$ cat src/hw/rtl/lcps_pkg.sv
// Shared types, constants and the frame buffer address function for the
// LED cube plane scan driver. No dependencies.
`default_nettype none

package lcps_pkg;

    // Cube geometry and frame buffer size
    localparam int CUBE_EDGE  = 4;
    localparam int NUM_COLORS = 3;
    localparam int FB_DEPTH   = CUBE_EDGE * CUBE_EDGE * CUBE_EDGE * NUM_COLORS;
    localparam int FB_AW      = $clog2(FB_DEPTH);

    // Operation codes
    localparam logic [1:0] OP_PIXEL = 2'd0;
    localparam logic [1:0] OP_TICK  = 2'd1;
    localparam logic [1:0] OP_CMD   = 2'd2;

    // Color codes
    localparam logic [1:0] COLOR_RED  = 2'd0;
    localparam logic [1:0] COLOR_BLUE = 2'd2;
    localparam logic [1:0] COLOR_NONE = 2'd3;

    // Word framing
    localparam logic [3:0] LAST_WORD         = 4'd15;
    localparam logic [4:0] NO_LATCH          = 5'd16;
    localparam logic [4:0] GLOBAL_LATCH_BIT  = 5'd14;
    localparam logic [4:0] COMMAND_LATCH_BIT = 5'd6;

    // Command word travels in digits of DIGIT_W bits
    localparam int DIGIT_W    = 4;
    localparam int CMD_DIGITS = 16 / DIGIT_W;
    localparam int DIGIT_CW   = $clog2(CMD_DIGITS);

    typedef struct packed {
        logic [1:0]  operation;
        logic [1:0]  pos_x;
        logic [1:0]  pos_y;
        logic [1:0]  pos_z;
        logic [1:0]  color_plane;
        logic [7:0]  intensity;
        logic [15:0] command_word;
    } in_item_t;

    typedef struct packed {
        logic [15:0] shift_data;
        logic [4:0]  latch_from_bit;
        logic        extra_latch_clock;
        logic        row_update;
        logic [3:0]  row_select;
        logic        last;
    } out_item_t;

    // Frame buffer write port
    typedef struct packed {
        logic             en;
        logic [FB_AW-1:0] addr;
        logic [7:0]       data;
    } fb_wr_t;

    // Frame buffer read request
    typedef struct packed {
        logic             en;
        logic [FB_AW-1:0] addr;
    } fb_rd_req_t;

    // Start request from the input decode to the sequencer
    typedef struct packed {
        logic        tick;
        logic        cmd;
        logic [15:0] cmd_word;
    } seq_start_t;

    // Entry index ((x*4 + y)*4 + z)*3 + c
    function automatic logic [FB_AW-1:0] fb_addr(input logic [1:0] x, input logic [1:0] y,
                                                 input logic [1:0] z, input logic [1:0] c);
        logic [5:0] n;
        n = {x, y, z};
        return {1'b0, n, 1'b0} + {2'b00, n} + {6'b000000, c};
    endfunction

endpackage

`default_nettype wire

$ cat src/hw/rtl/lcps_frame_mem.sv
// Frame buffer memory with per-entry valid bits; unwritten entries read zero.
// Depends on lcps_pkg.
`default_nettype none

module lcps_frame_mem (
    input  wire logic               aclk,
    input  wire logic               aresetn,
    input  wire lcps_pkg::fb_wr_t    wr,
    input  wire lcps_pkg::fb_rd_req_t rd,
    output logic [7:0]              rd_byte
);

    logic [7:0]                  mem [lcps_pkg::FB_DEPTH];
    logic [lcps_pkg::FB_DEPTH-1:0] vld_reg;
    logic [7:0]                  data_reg;
    logic                        hit_reg;

    // Write and registered read of the storage array
    always_ff @(posedge aclk) begin
        if (wr.en) begin
            mem[wr.addr] <= wr.data;
        end
        if (rd.en) begin
            data_reg <= mem[rd.addr];
        end
    end

    // Track written entries; reset clears them all at once
    always_ff @(posedge aclk) begin
        if (!aresetn) begin
            vld_reg <= '0;
            hit_reg <= 1'b0;
        end else begin
            if (wr.en) begin
                vld_reg[wr.addr] <= 1'b1;
            end
            if (rd.en) begin
                hit_reg <= vld_reg[rd.addr];
            end
        end
    end

    assign rd_byte = hit_reg ? data_reg : 8'h00;

endmodule

`default_nettype wire

$ cat src/hw/rtl/lcps_scan_seq.sv
// Scan sequencer: refresh and command words through a read stage and an
// output register; command words are assembled one digit per cycle.
// Depends on lcps_pkg.
`default_nettype none

module lcps_scan_seq (
    input  wire logic                 aclk,
    input  wire logic                 aresetn,
    input  wire lcps_pkg::seq_start_t  start,
    output logic                      ready,
    output lcps_pkg::fb_rd_req_t       rd_req,
    input  wire logic [7:0]           rd_byte,
    output logic                      m_valid,
    input  wire logic                 m_ready,
    output lcps_pkg::out_item_t        m_item
);

    typedef enum logic [3:0] {
        ST_IDLE      = 4'b0001,
        ST_SCAN      = 4'b0010,
        ST_CMD_SHIFT = 4'b0100,
        ST_CMD_ISSUE = 4'b1000
    } state_t;

    state_t                       state_reg, state_next;
    logic [3:0]                   ch_reg, ch_next;
    logic [lcps_pkg::DIGIT_CW-1:0] digit_reg, digit_next;
    logic [15:0]                  cmd_sh_reg, cmd_sh_next;
    logic [15:0]                  asm_reg, asm_next;
    logic [1:0]                   color_reg, color_next;
    logic [1:0]                   plane_reg, plane_next;
    logic [3:0]                   dec_reg, dec_next;
    logic                         s1_valid_reg, s1_valid_next;
    logic                         s1_cmd_reg, s1_cmd_next;
    logic [3:0]                   s1_ch_reg, s1_ch_next;
    logic                         m_valid_reg, m_valid_next;
    lcps_pkg::out_item_t           m_item_reg, m_item_next;

    logic       out_free;
    logic       s1_free;
    logic       issue_scan;
    logic       issue_cmd;
    logic       scan_last;
    logic       ld_last_scan;
    logic [3:0] new_sel;

    assign out_free   = !m_valid_reg || m_ready;
    assign s1_free    = !s1_valid_reg || out_free;
    assign issue_scan = (state_reg == ST_SCAN) && s1_free;
    assign issue_cmd  = (state_reg == ST_CMD_ISSUE) && s1_free;
    assign scan_last  = !s1_cmd_reg && (s1_ch_reg == lcps_pkg::LAST_WORD);
    assign ld_last_scan = out_free && s1_valid_reg && scan_last;
    assign new_sel    = {1'b0, plane_reg, 1'b0} + {2'b00, plane_reg} + {2'b00, color_reg};

    // Accept new work only with the read stage empty
    assign ready = (state_reg == ST_IDLE) && !s1_valid_reg;

    // Read the entry for channel ch: x = ch[1:0], y = ch[3:2]
    assign rd_req.en   = issue_scan;
    assign rd_req.addr = lcps_pkg::fb_addr(ch_reg[1:0], ch_reg[3:2], plane_reg, color_reg);

    // Sequence control, scan position and digit assembly
    always_comb begin
        state_next  = state_reg;
        ch_next     = ch_reg;
        digit_next  = digit_reg;
        cmd_sh_next = cmd_sh_reg;
        asm_next    = asm_reg;
        color_next  = color_reg;
        plane_next  = plane_reg;
        case (state_reg)
            ST_IDLE: begin
                if (start.tick) begin
                    // Advance color; after blue wrap to red and step the plane
                    if (color_reg == lcps_pkg::COLOR_BLUE) begin
                        color_next = lcps_pkg::COLOR_RED;
                        plane_next = plane_reg + 2'd1;
                    end else begin
                        color_next = color_reg + 2'd1;
                    end
                    ch_next    = 4'd0;
                    state_next = ST_SCAN;
                end else if (start.cmd) begin
                    cmd_sh_next = start.cmd_word;
                    digit_next  = '0;
                    state_next  = ST_CMD_SHIFT;
                end
            end
            ST_SCAN: begin
                if (issue_scan) begin
                    ch_next = ch_reg + 4'd1;
                    if (ch_reg == lcps_pkg::LAST_WORD) begin
                        state_next = ST_IDLE;
                    end
                end
            end
            ST_CMD_SHIFT: begin
                // Move one digit, MSB first, into the word assembler
                cmd_sh_next = {cmd_sh_reg[15-lcps_pkg::DIGIT_W:0], {lcps_pkg::DIGIT_W{1'b0}}};
                asm_next    = {asm_reg[15-lcps_pkg::DIGIT_W:0],
                               cmd_sh_reg[15:16-lcps_pkg::DIGIT_W]};
                digit_next  = digit_reg + 1'b1;
                if (digit_reg == lcps_pkg::DIGIT_CW'(lcps_pkg::CMD_DIGITS - 1)) begin
                    state_next = ST_CMD_ISSUE;
                end
            end
            ST_CMD_ISSUE: begin
                if (issue_cmd) begin
                    state_next = ST_IDLE;
                end
            end
            default: begin
                state_next = ST_IDLE;
            end
        endcase
    end

    // Read stage and output register
    always_comb begin
        s1_valid_next = s1_valid_reg;
        s1_cmd_next   = s1_cmd_reg;
        s1_ch_next    = s1_ch_reg;
        m_valid_next  = m_valid_reg;
        m_item_next   = m_item_reg;
        dec_next      = dec_reg;
        if (out_free) begin
            m_valid_next = s1_valid_reg;
            if (s1_valid_reg) begin
                if (s1_cmd_reg) begin
                    m_item_next.shift_data        = asm_reg;
                    m_item_next.latch_from_bit    = lcps_pkg::COMMAND_LATCH_BIT;
                    m_item_next.extra_latch_clock = 1'b0;
                    m_item_next.row_update        = 1'b0;
                    m_item_next.row_select        = dec_reg;
                    m_item_next.last              = 1'b1;
                end else begin
                    m_item_next.shift_data        = {rd_byte, 8'h00};
                    m_item_next.latch_from_bit    = scan_last ? lcps_pkg::GLOBAL_LATCH_BIT
                                                              : lcps_pkg::NO_LATCH;
                    m_item_next.extra_latch_clock = !scan_last;
                    m_item_next.row_update        = scan_last;
                    m_item_next.row_select        = scan_last ? new_sel : dec_reg;
                    m_item_next.last              = scan_last;
                    if (scan_last) begin
                        dec_next = new_sel;
                    end
                end
            end
            s1_valid_next = 1'b0;
        end
        if (issue_scan || issue_cmd) begin
            s1_valid_next = 1'b1;
            s1_cmd_next   = issue_cmd;
            s1_ch_next    = ch_reg;
        end
    end

    // Control registers
    always_ff @(posedge aclk) begin
        if (!aresetn) begin
            state_reg    <= ST_IDLE;
            color_reg    <= lcps_pkg::COLOR_RED;
            plane_reg    <= 2'd0;
            dec_reg      <= 4'd0;
            s1_valid_reg <= 1'b0;
            m_valid_reg  <= 1'b0;
            ch_reg       <= 4'd0;
            digit_reg    <= '0;
        end else begin
            state_reg    <= state_next;
            color_reg    <= color_next;
            plane_reg    <= plane_next;
            dec_reg      <= dec_next;
            s1_valid_reg <= s1_valid_next;
            m_valid_reg  <= m_valid_next;
            ch_reg       <= ch_next;
            digit_reg    <= digit_next;
        end
    end

    // Payload registers
    always_ff @(posedge aclk) begin
        cmd_sh_reg <= cmd_sh_next;
        asm_reg    <= asm_next;
        s1_cmd_reg <= s1_cmd_next;
        s1_ch_reg  <= s1_ch_next;
        m_item_reg <= m_item_next;
    end

    assign m_valid = m_valid_reg;
    assign m_item  = m_item_reg;

    // A tick starts the scan at channel zero
    a_tick_start: assert property (@(posedge aclk) disable iff (!aresetn)
        (start.tick && ready) |=> (state_reg == ST_SCAN) && (ch_reg == 4'd0))
        else $error("scan did not start at channel zero");

    // A command word is ready to issue after all its digits
    a_cmd_digits: assert property (@(posedge aclk) disable iff (!aresetn)
        (start.cmd && !start.tick && ready) |=> ##4 (state_reg == ST_CMD_ISSUE))
        else $error("command digit assembly took the wrong number of cycles");

    // Decoder select moves only with the last scan word
    a_dec_update: assert property (@(posedge aclk) disable iff (!aresetn)
        (dec_reg != $past(dec_reg)) |-> $past(ld_last_scan))
        else $error("decoder select changed outside the last scan word");

    // A stalled read stage holds its word
    a_s1_hold: assert property (@(posedge aclk) disable iff (!aresetn)
        (s1_valid_reg && !out_free) |=> (s1_valid_reg && $stable(s1_ch_reg)
                                          && $stable(s1_cmd_reg)))
        else $error("read stage overwritten while stalled");

endmodule

`default_nettype wire

$ cat src/hw/rtl/led_cube_plane_scan_driver.sv
// LED cube plane scan driver, top level.
//
// Input channel (s_valid/s_ready/s_item) takes one operation per beat:
//   pixel write  - stores one intensity in the frame buffer, gives no beat out;
//                  a write with color COLOR_NONE is dropped.
//   refresh tick - advances color (and plane after blue), then sends sixteen
//                  channel words, one per cycle while m_ready stays high. Each
//                  word is read through the frame buffer read register into the
//                  output register; the next item is taken once the last word
//                  has left the read stage.
//   command      - the command word moves four bits at a time through a shifter
//                  into the word assembler, then the read stage and the output
//                  register; the next item is taken with the read stage empty.
// Output channel (m_valid/m_ready/m_item) has an output register; a stalled
// receiver holds the pipeline and backs up to s_ready. A finished word may
// wait in the output register while the next item is accepted.
// Reset (aresetn, synchronous, active low) clears the scan position, the
// decoder select and all frame buffer valid bits at once, so every intensity
// reads zero right after reset; no clearing pass is needed.
// Depends on lcps_pkg, lcps_frame_mem and lcps_scan_seq.
`default_nettype none

module led_cube_plane_scan_driver (
    input  wire logic               aclk,
    input  wire logic               aresetn,
    input  wire logic               s_valid,
    output logic                    s_ready,
    input  wire lcps_pkg::in_item_t  s_item,
    output logic                    m_valid,
    input  wire logic               m_ready,
    output lcps_pkg::out_item_t      m_item
);

    logic                  in_acc;
    lcps_pkg::fb_wr_t       wr;
    lcps_pkg::fb_rd_req_t   rd_req;
    logic [7:0]            rd_byte;
    lcps_pkg::seq_start_t   start;

    assign in_acc = s_valid && s_ready;

    // Decode the accepted beat; drop pixel writes with no valid color
    always_comb begin
        wr.en   = in_acc && (s_item.operation == lcps_pkg::OP_PIXEL)
                         && (s_item.color_plane != lcps_pkg::COLOR_NONE);
        wr.addr = lcps_pkg::fb_addr(s_item.pos_x, s_item.pos_y, s_item.pos_z,
                                    s_item.color_plane);
        wr.data = s_item.intensity;
        start.tick     = in_acc && (s_item.operation == lcps_pkg::OP_TICK);
        start.cmd      = in_acc && (s_item.operation == lcps_pkg::OP_CMD);
        start.cmd_word = s_item.command_word;
    end

    lcps_frame_mem u_mem (
        .aclk    (aclk),
        .aresetn (aresetn),
        .wr      (wr),
        .rd      (rd_req),
        .rd_byte (rd_byte)
    );

    lcps_scan_seq u_seq (
        .aclk    (aclk),
        .aresetn (aresetn),
        .start   (start),
        .ready   (s_ready),
        .rd_req  (rd_req),
        .rd_byte (rd_byte),
        .m_valid (m_valid),
        .m_ready (m_ready),
        .m_item  (m_item)
    );

endmodule

`default_nettype wire
$ cat config.mk
export PLATFORM = sky130hd
export DESIGN_NAME = led_cube_plane_scan_driver
export DESIGN_NICKNAME = d
export VERILOG_FILES = /design/src/hw/rtl/lcps_pkg.sv /design/src/hw/rtl/lcps_frame_mem.sv /design/src/hw/rtl/lcps_scan_seq.sv /design/src/hw/rtl/led_cube_plane_scan_driver.sv
export SDC_FILE = /design/constraint.sdc
export NUM_CORES = 2
export LEC_CHECK = 0
export BUFFER_PORTS_ARGS = -buffer_cell sky130_fd_sc_hd__buf_2
export CAP_MARGIN = 20
export CORE_UTILIZATION = 40
export DETAILED_ROUTE_END_ITERATION = 7
export HOLD_SLACK_MARGIN = 0.06
export PLACE_DENSITY = 0.53
export SYNTH_ARGS = -nofsm -noshare
export SYNTH_HDL_FRONTEND = slang
export SYNTH_HIERARCHICAL = 1
export SYNTH_SLANG_ARGS = --single-unit
$ cat constraint.sdc
create_clock -name aclk -period 5.61 [get_ports aclk]
set_input_delay 0.561 -clock aclk [delete_from_list [all_inputs] [get_ports aclk]]
set_output_delay 0.561 -clock aclk [all_outputs]
set_load 0.02 [all_outputs]
After elaboration in Yosys (flattened, before gate mapping)
Memory sizes are Yosys's and may differ from the RTL's. A register that Yosys moved wholly into a read port is not among the register bits.
Cells that the tools add are included.
Widths: inputs -> output; s select.
{"block": "totals", "output_inout_bits": 30, "ff_bits": 278, "mem_count": 1, "wordCells": 113, "input_bits": 38, "mem_bits_rw": 1536}
{"block": "classes", "n_addsub": 10, "magnitude_cmp": 3, "bitwise": 2, "reduce_logical": 28, "mux": 29, "eq_ne": 19}
{"memory": "u_mem.mem", "words": 192, "word_bits": 8, "read_ports": 1, "rd_clocked_by_memory_dff": 1, "write_ports": 1, "line": "lcps_frame_mem.sv:13", "text": "logic [7:0] mem [lcps_pkg::FB_DEPTH];"}
{"operator": "$or 192x192->192", "count": 1}
{"operator": "$mux 4", "count": 9}
{"operator": "$mux 16", "count": 2}
{"operator": "$pmux 16 s2", "count": 1}
{"operator": "$mux 28", "count": 1}
{"operator": "$lt 8x9->1 const B", "count": 2}
{"operator": "$add 7x6->8", "count": 2}
{"operator": "$add 8x2->8", "count": 2}
{"operator": "$pmux 4 s4", "count": 1}
{"operator": "$eq 4x4->1 const B", "count": 3}
{"operator": "$reduce_and 3->1", "count": 4}
{"operator": "$logic_and 1x1->1", "count": 10}
{"operator": "$ne 2x2->1 const B", "count": 5}
{"operator": "$bmux 1 s8", "count": 1}
{"operator": "$demux 1 s8", "count": 1}
{"operator": "$ge 8x1->1 const B", "count": 1}
{"operator": "$mux 8", "count": 1}
{"operator": "$pmux 4 s2", "count": 1}
{"operator": "$add 2x1->2 const B", "count": 3}
{"operator": "$eq 2x2->1 const B", "count": 3}
{"operator": "$mux 1", "count": 6}
{"operator": "$mux 2", "count": 3}
{"operator": "$ne 2x1->1 const B", "count": 3}
{"operator": "$reduce_bool 2->1", "count": 3}
{"operator": "other kinds (16)", "count": 22}

Depth between registers and ports, before layout
{"block": "logic_depth", "ltp_word": 7, "mapped_depth": 15}

By module
The synthesis kept the hierarchy.
{"mod": "lcps_frame_mem", "n_inst": 1, "area_per_inst_um2": 66337.4, "seq_area_each_um2": 50228.2, "cells_per_inst": 3192}
{"mod": "lcps_scan_seq", "n_inst": 1, "area_per_inst_um2": 3624.7, "seq_area_each_um2": 2202.1, "cells_per_inst": 271}
{"mod": "led_cube_plane_scan_driver", "n_inst": 1, "area_per_inst_um2": 355.3, "seq_area_each_um2": 0.0, "cells_per_inst": 40}

Worst setup path before layout
No wires, ideal clock.
{"block": "synth_path", "path_type": "input-to-reg", "start": "input s_item[25] (netlist bit)", "end": "memory u_mem.mem[100][0], enable pin", "setup_time_ns": 0.374, "path_slack_ns": 1.807, "stages": 11, "t_arrival_ns": 3.429, "path_cell_list": "fa_1 ha_1 inv_1 fa_1 nor2b_4 o21ai_0 a21oi_1 nor2b_1 nand3_1 clkbuf_1 nor2_1"}
{"element": "start: declaration", "line": "led_cube_plane_scan_driver.sv:28", "text": "input wire lcps_pkg::in_item_t s_item,"}
{"element": "end: declaration", "line": "lcps_frame_mem.sv:13"}

==> tab_implementation.tex <==
\begin{tabular}{lr}
\hline
Metric & Value \\
\hline
\multicolumn{2}{l}{\textbf{Status}} \\
\quad Run status & completed \\
\multicolumn{2}{l}{\textbf{Power and ir drop}} \\
\quad Clock share of power & 44.0\% \\
\quad Sequential group share of total power & 51.8\% \\
\quad Areal power density over the cells & 349 mW/mm2 \\
\quad Maximum resistive drop on vdd & 0.000236 V \\
\quad Internal Pwr Total & 22.4 mW \\
\quad Sw power & 6.10 mW \\
\quad Total design power & around 28 mW \\
\quad Logic gate share of total power & approximately 4.3\% \\
\quad Switching share of power & 21.4\% \\
\quad Leakage & 25.5 nW \\
\multicolumn{2}{l}{\textbf{Yosys}} \\
\quad Share of synthesized flip-flops with an asynchronous set or reset & 0\% \\
\quad Synthesized netlist net count & 3571 \\
\quad Yosys warns & 6 \\
\quad Share of synthesized area occupied by flip-flops and latches & 74.6\% \\
\quad Count of mapped cells out of synthesis & between 3000 and 4000 \\
\quad Fraction of post-synthesis cell area in the top cell type by area & 68.5\% \\
\quad Netlist Area Pre-Place & between 0.07 and 0.08 mm2 \\
\quad Number of flops mapped to enable cells by yosys & 1604 \\
\quad Post-synth top flop & sky130\_fd\_sc\_hd\_\_edfxtp\_1 \\
\quad Library cell occupying the most area in the post-synthesis netlist & sky130\_fd\_sc\_hd\_\_edfxtp\_1 \\
\quad Cell with the most instances after synthesis & sky130\_fd\_sc\_hd\_\_edfxtp\_1 \\
\quad Leading post-synthesis cells by cell area & sky130\_fd\_sc\_hd\_\_edfxtp\_1 (68\%), sky130\_fd\_sc\_hd\_\_mux4\_2 (15\%), sky130\_fd\_sc\_hd\_\_dfxtp\_1 (6.1\%) \\
\quad Most frequent cells after synthesis & sky130\_fd\_sc\_hd\_\_edfxtp\_1 (1604), sky130\_fd\_sc\_hd\_\_mux4\_2 (458), sky130\_fd\_sc\_hd\_\_dfxtp\_1 (213), sky130\_fd\_sc\_hd\_\_nor2\_1 (212), sky130\_fd\_sc\_hd\_\_o21a\_1 (202) \\
\quad Flops \& latches, synth & about 1800 \\
\quad Mean instance size in the synthesized netlist & between 20 and 25 um2 \\
\quad Distinct cell type count of the synthesized netlist & 68 \\
\multicolumn{2}{l}{\textbf{Min path}} \\
\quad Worst Hold Launch & s\_item[33] \\
\quad Hold Crit Depth & 4 \\
\quad Hold Path Class & in -> reg \\
\multicolumn{2}{l}{\textbf{Setup path}} \\
\quad Arr. time, crit path & 5850 ps \\
\quad R2R cell count & 11 \\
\quad Crit-path max FO & 25 \\
\quad Delay of the slowest cell on the worst path & 1100 ps \\
\quad Required time at the worst-slack endpoint & 6350 ps \\
\quad Worst setup startpoint & u\_seq/plane\_reg[0] \\
\quad CP dominant cell by count & sky130\_fd\_sc\_hd\_\_inv\_1 \\
\quad Crit-path slowest cell & sky130\_fd\_sc\_hd\_\_fa\_4 \\
\quad Worst Setup End Kind & flip-flop \\
\quad Kind of critical path & reg -> reg \\
\quad List of cells traversed by the critical path & inv\_1, fa\_1, inv\_1, ha\_4, fa\_4, nor2b\_4, buf\_4, a22oi\_1, a32oi\_1, a21boi\_0, o31ai\_1 \\
\quad Kind of launch point of the worst setup path & flip-flop \\
\quad Critical register-to-register path startpoint & u\_seq/plane\_reg[0] \\
\multicolumn{2}{l}{\textbf{Final layout}} \\
\quad Post-Route Utilization & 46.8\% \\
\quad Final-stage net count & 3906 \\
\quad Area delta synth->final & 15.9\% \\
\quad Share of layout cells above drive strength 1 & 28.3\% \\
\quad Non-filler instance count after layout & 6332 \\
\quad Final standard cell area without fillers & 0.0815 mm2 \\
\quad Largest register FFs & 1536 \\
\multicolumn{2}{l}{\textbf{Floorplan}} \\
\quad Std-Cell Core Area & 0.174 mm2 \\
\quad IO Pins & just under 70 \\
\quad \# rows & between 150 and 200 \\
\quad Die Wd & approximately 420 um \\
\quad Die Y & around 420 um \\
\quad Effective utilization at floorplan & 40.4\% \\
\quad Die footprint & between 0.15 and 0.2 mm2 \\
\multicolumn{2}{l}{\textbf{Timing}} \\
\quad Fin Hold WS & 178 ps \\
\quad Worst max-slew margin expressed relative to the limit & between 20\% and 30\% \\
\quad Period utilization & just over 90\% \\
\quad Upper clock frequency limit & 0.196 GHz \\
\quad Number of endpoints failing setup at the final stage & 0 \\
\quad Setup skew after layout & 54.5 ps \\
\quad RSZ-0062 raised after global routing & false \\
\quad Count of pins over their slew limit & 0 \\
\quad Slew at the pin with the worst max-slew slack & between 1000 and 1500 ps \\
\quad Final critical path time including I/O delays and setup & 5110 ps \\
\quad Fin Setup TNS & 0 ps \\
\quad Final hold violations & 0 \\
\quad Final worst-path setup slack & 505 ps \\
\multicolumn{2}{l}{\textbf{Clocking}} \\
\quad Number of buffers on the longest clock path & 3 \\
\quad Number of H-tree levels & 4 \\
\quad CTS tree & yes \\
\quad Library cell used as clock root buffer & sky130\_fd\_sc\_hd\_\_clkbuf\_16 \\
\quad Post-CTS setup repair buffer count & 0 \\
\quad Clock-pin slew on the worst setup and hold paths & 60 ps \\
\quad Clk\_lat worst skew & between 800 and 900 ps \\
\quad Number of sinks handled by clock tree synthesis & approximately 1800 \\
\quad Clock buffer count from CTS & 188 \\
\multicolumn{2}{l}{\textbf{Flow run}} \\
\quad Max-cap violations & 0 \\
\multicolumn{2}{l}{\textbf{Global routing}} \\
\quad Vias in the first global route & 35807 \\
\quad Global route total overflow & 0 \\
\quad Total routing usage reported by global routing & 20.9\% \\
\quad Number of antenna violations at the first check in global routing & 2 \\
\quad Wire length of the first global-routing pass & 267000 um \\
\quad Largest net degree at the start of global routing & about 130 \\
\multicolumn{2}{l}{\textbf{Placement}} \\
\quad Worst slack at placement & 464 ps \\
\quad Dpl hpwl & 119000 um \\
\quad Cells after DPL & 5955 \\
\quad Total placed instance area & 0.0751 mm2 \\
\quad Routability congestion estimate & 0.857 \\
\quad Number of I/O port buffers & 66 \\
\multicolumn{2}{l}{\textbf{Drt}} \\
\quad Vias & around 36000 \\
\quad Post-route ant nets & 0 \\
\quad Drt drc & 0 \\
\quad Drt first pass iters & 5 \\
\quad Via/cell ratio & about 5.7 \\
\quad Sum of routed wire length over all layers & 186000 um \\
\quad Routed wirelength normalized by instance count & 29.3 um \\
\quad Starting DRC count in detailed routing & roughly 3500 \\
\hline
\end{tabular}
[layout make-up]
type	instances	area, um2
fillers	14736	92700
flip-flops and latches	1817	52400
clock buffers	259	5190
clock inverters	98	1040
well taps	2325	2910
repair buffers	357	2910
inverters	22	82.6
multi-input cells	1452	16900
diodes	2	5.00
[critical path: cells and delay by family (launching register included)]
kind | cells | cell delay [ps]
buffers and inverters | 3 | 600
AO/OA/AOI/OAI | 4 | 1340
flip-flops | 1 | 410
AND/OR/NAND/NOR | 1 | 790
adder cells (fa/ha/maj) | 3 | 1780
[repair_timing]
item | CTS | global route
gates resized for setup | 0 | 0
hold buffers | 17 | 0
endpoints found under the hold margin | 17 | 0
[placed cells by master, fill, tap and decap left out, types with 57 or more instances in the layout]
cell type                      n
sky130_fd_sc_hd__buf_4       251
sky130_fd_sc_hd__dfxtp_1     213
sky130_fd_sc_hd__buf_2        57
sky130_fd_sc_hd__edfxtp_1   1604
sky130_fd_sc_hd__mux4_2      458
sky130_fd_sc_hd__o21a_1      202
sky130_fd_sc_hd__nor2_1      210
sky130_fd_sc_hd__clkbuf_16   191
sky130_fd_sc_hd__a22oi_1     131
sky130_fd_sc_hd__a21oi_1      74
[power groups by stage]
stage / Sequential (mW) / Combinational [mW] / Clock [mW]
2_1_floorplan: 15.0 / 0.665 / 0
3_3_place_gp: 15.0 / 1.23 / 0
3_5_place_dp: 15.0 / 1.24 / 0
4_1_cts: 14.7 / 1.25 / 12.8
5_1_grt: 14.7 / 1.30 / 13.3
6_report: 14.7 / 1.22 / 12.5
[final timing paths]
path	endpoint	slack, ps
setup / recovery	u_mem/hit_reg	500
hold / removal	u_seq/color_reg[1]	180
setup reg to reg	u_mem/hit_reg	500
hold reg to reg	u_seq/asm_reg[2]	420
[logic make-up after synthesis]
group / Yosys count / share of synthesized area, %
xor+xnor: 7 / 0.0872
fa+ha+maj: 30 / 0.587
compound gates: 513 / 5.17
simple gates: 394 / 2.64
mux: 507 / 15.4
other cells: 1 / 0.00533
flops: 1817 / 74.6
buf+inv: 234 / 1.53
[metal layers]
layer	track usage, %	routed length, um
met5	0	0
met4	5.12	4150
met3	3.31	10900
met2	33.6	90100
met1	29.8	80700
Power figures use the tool's default switching activity.
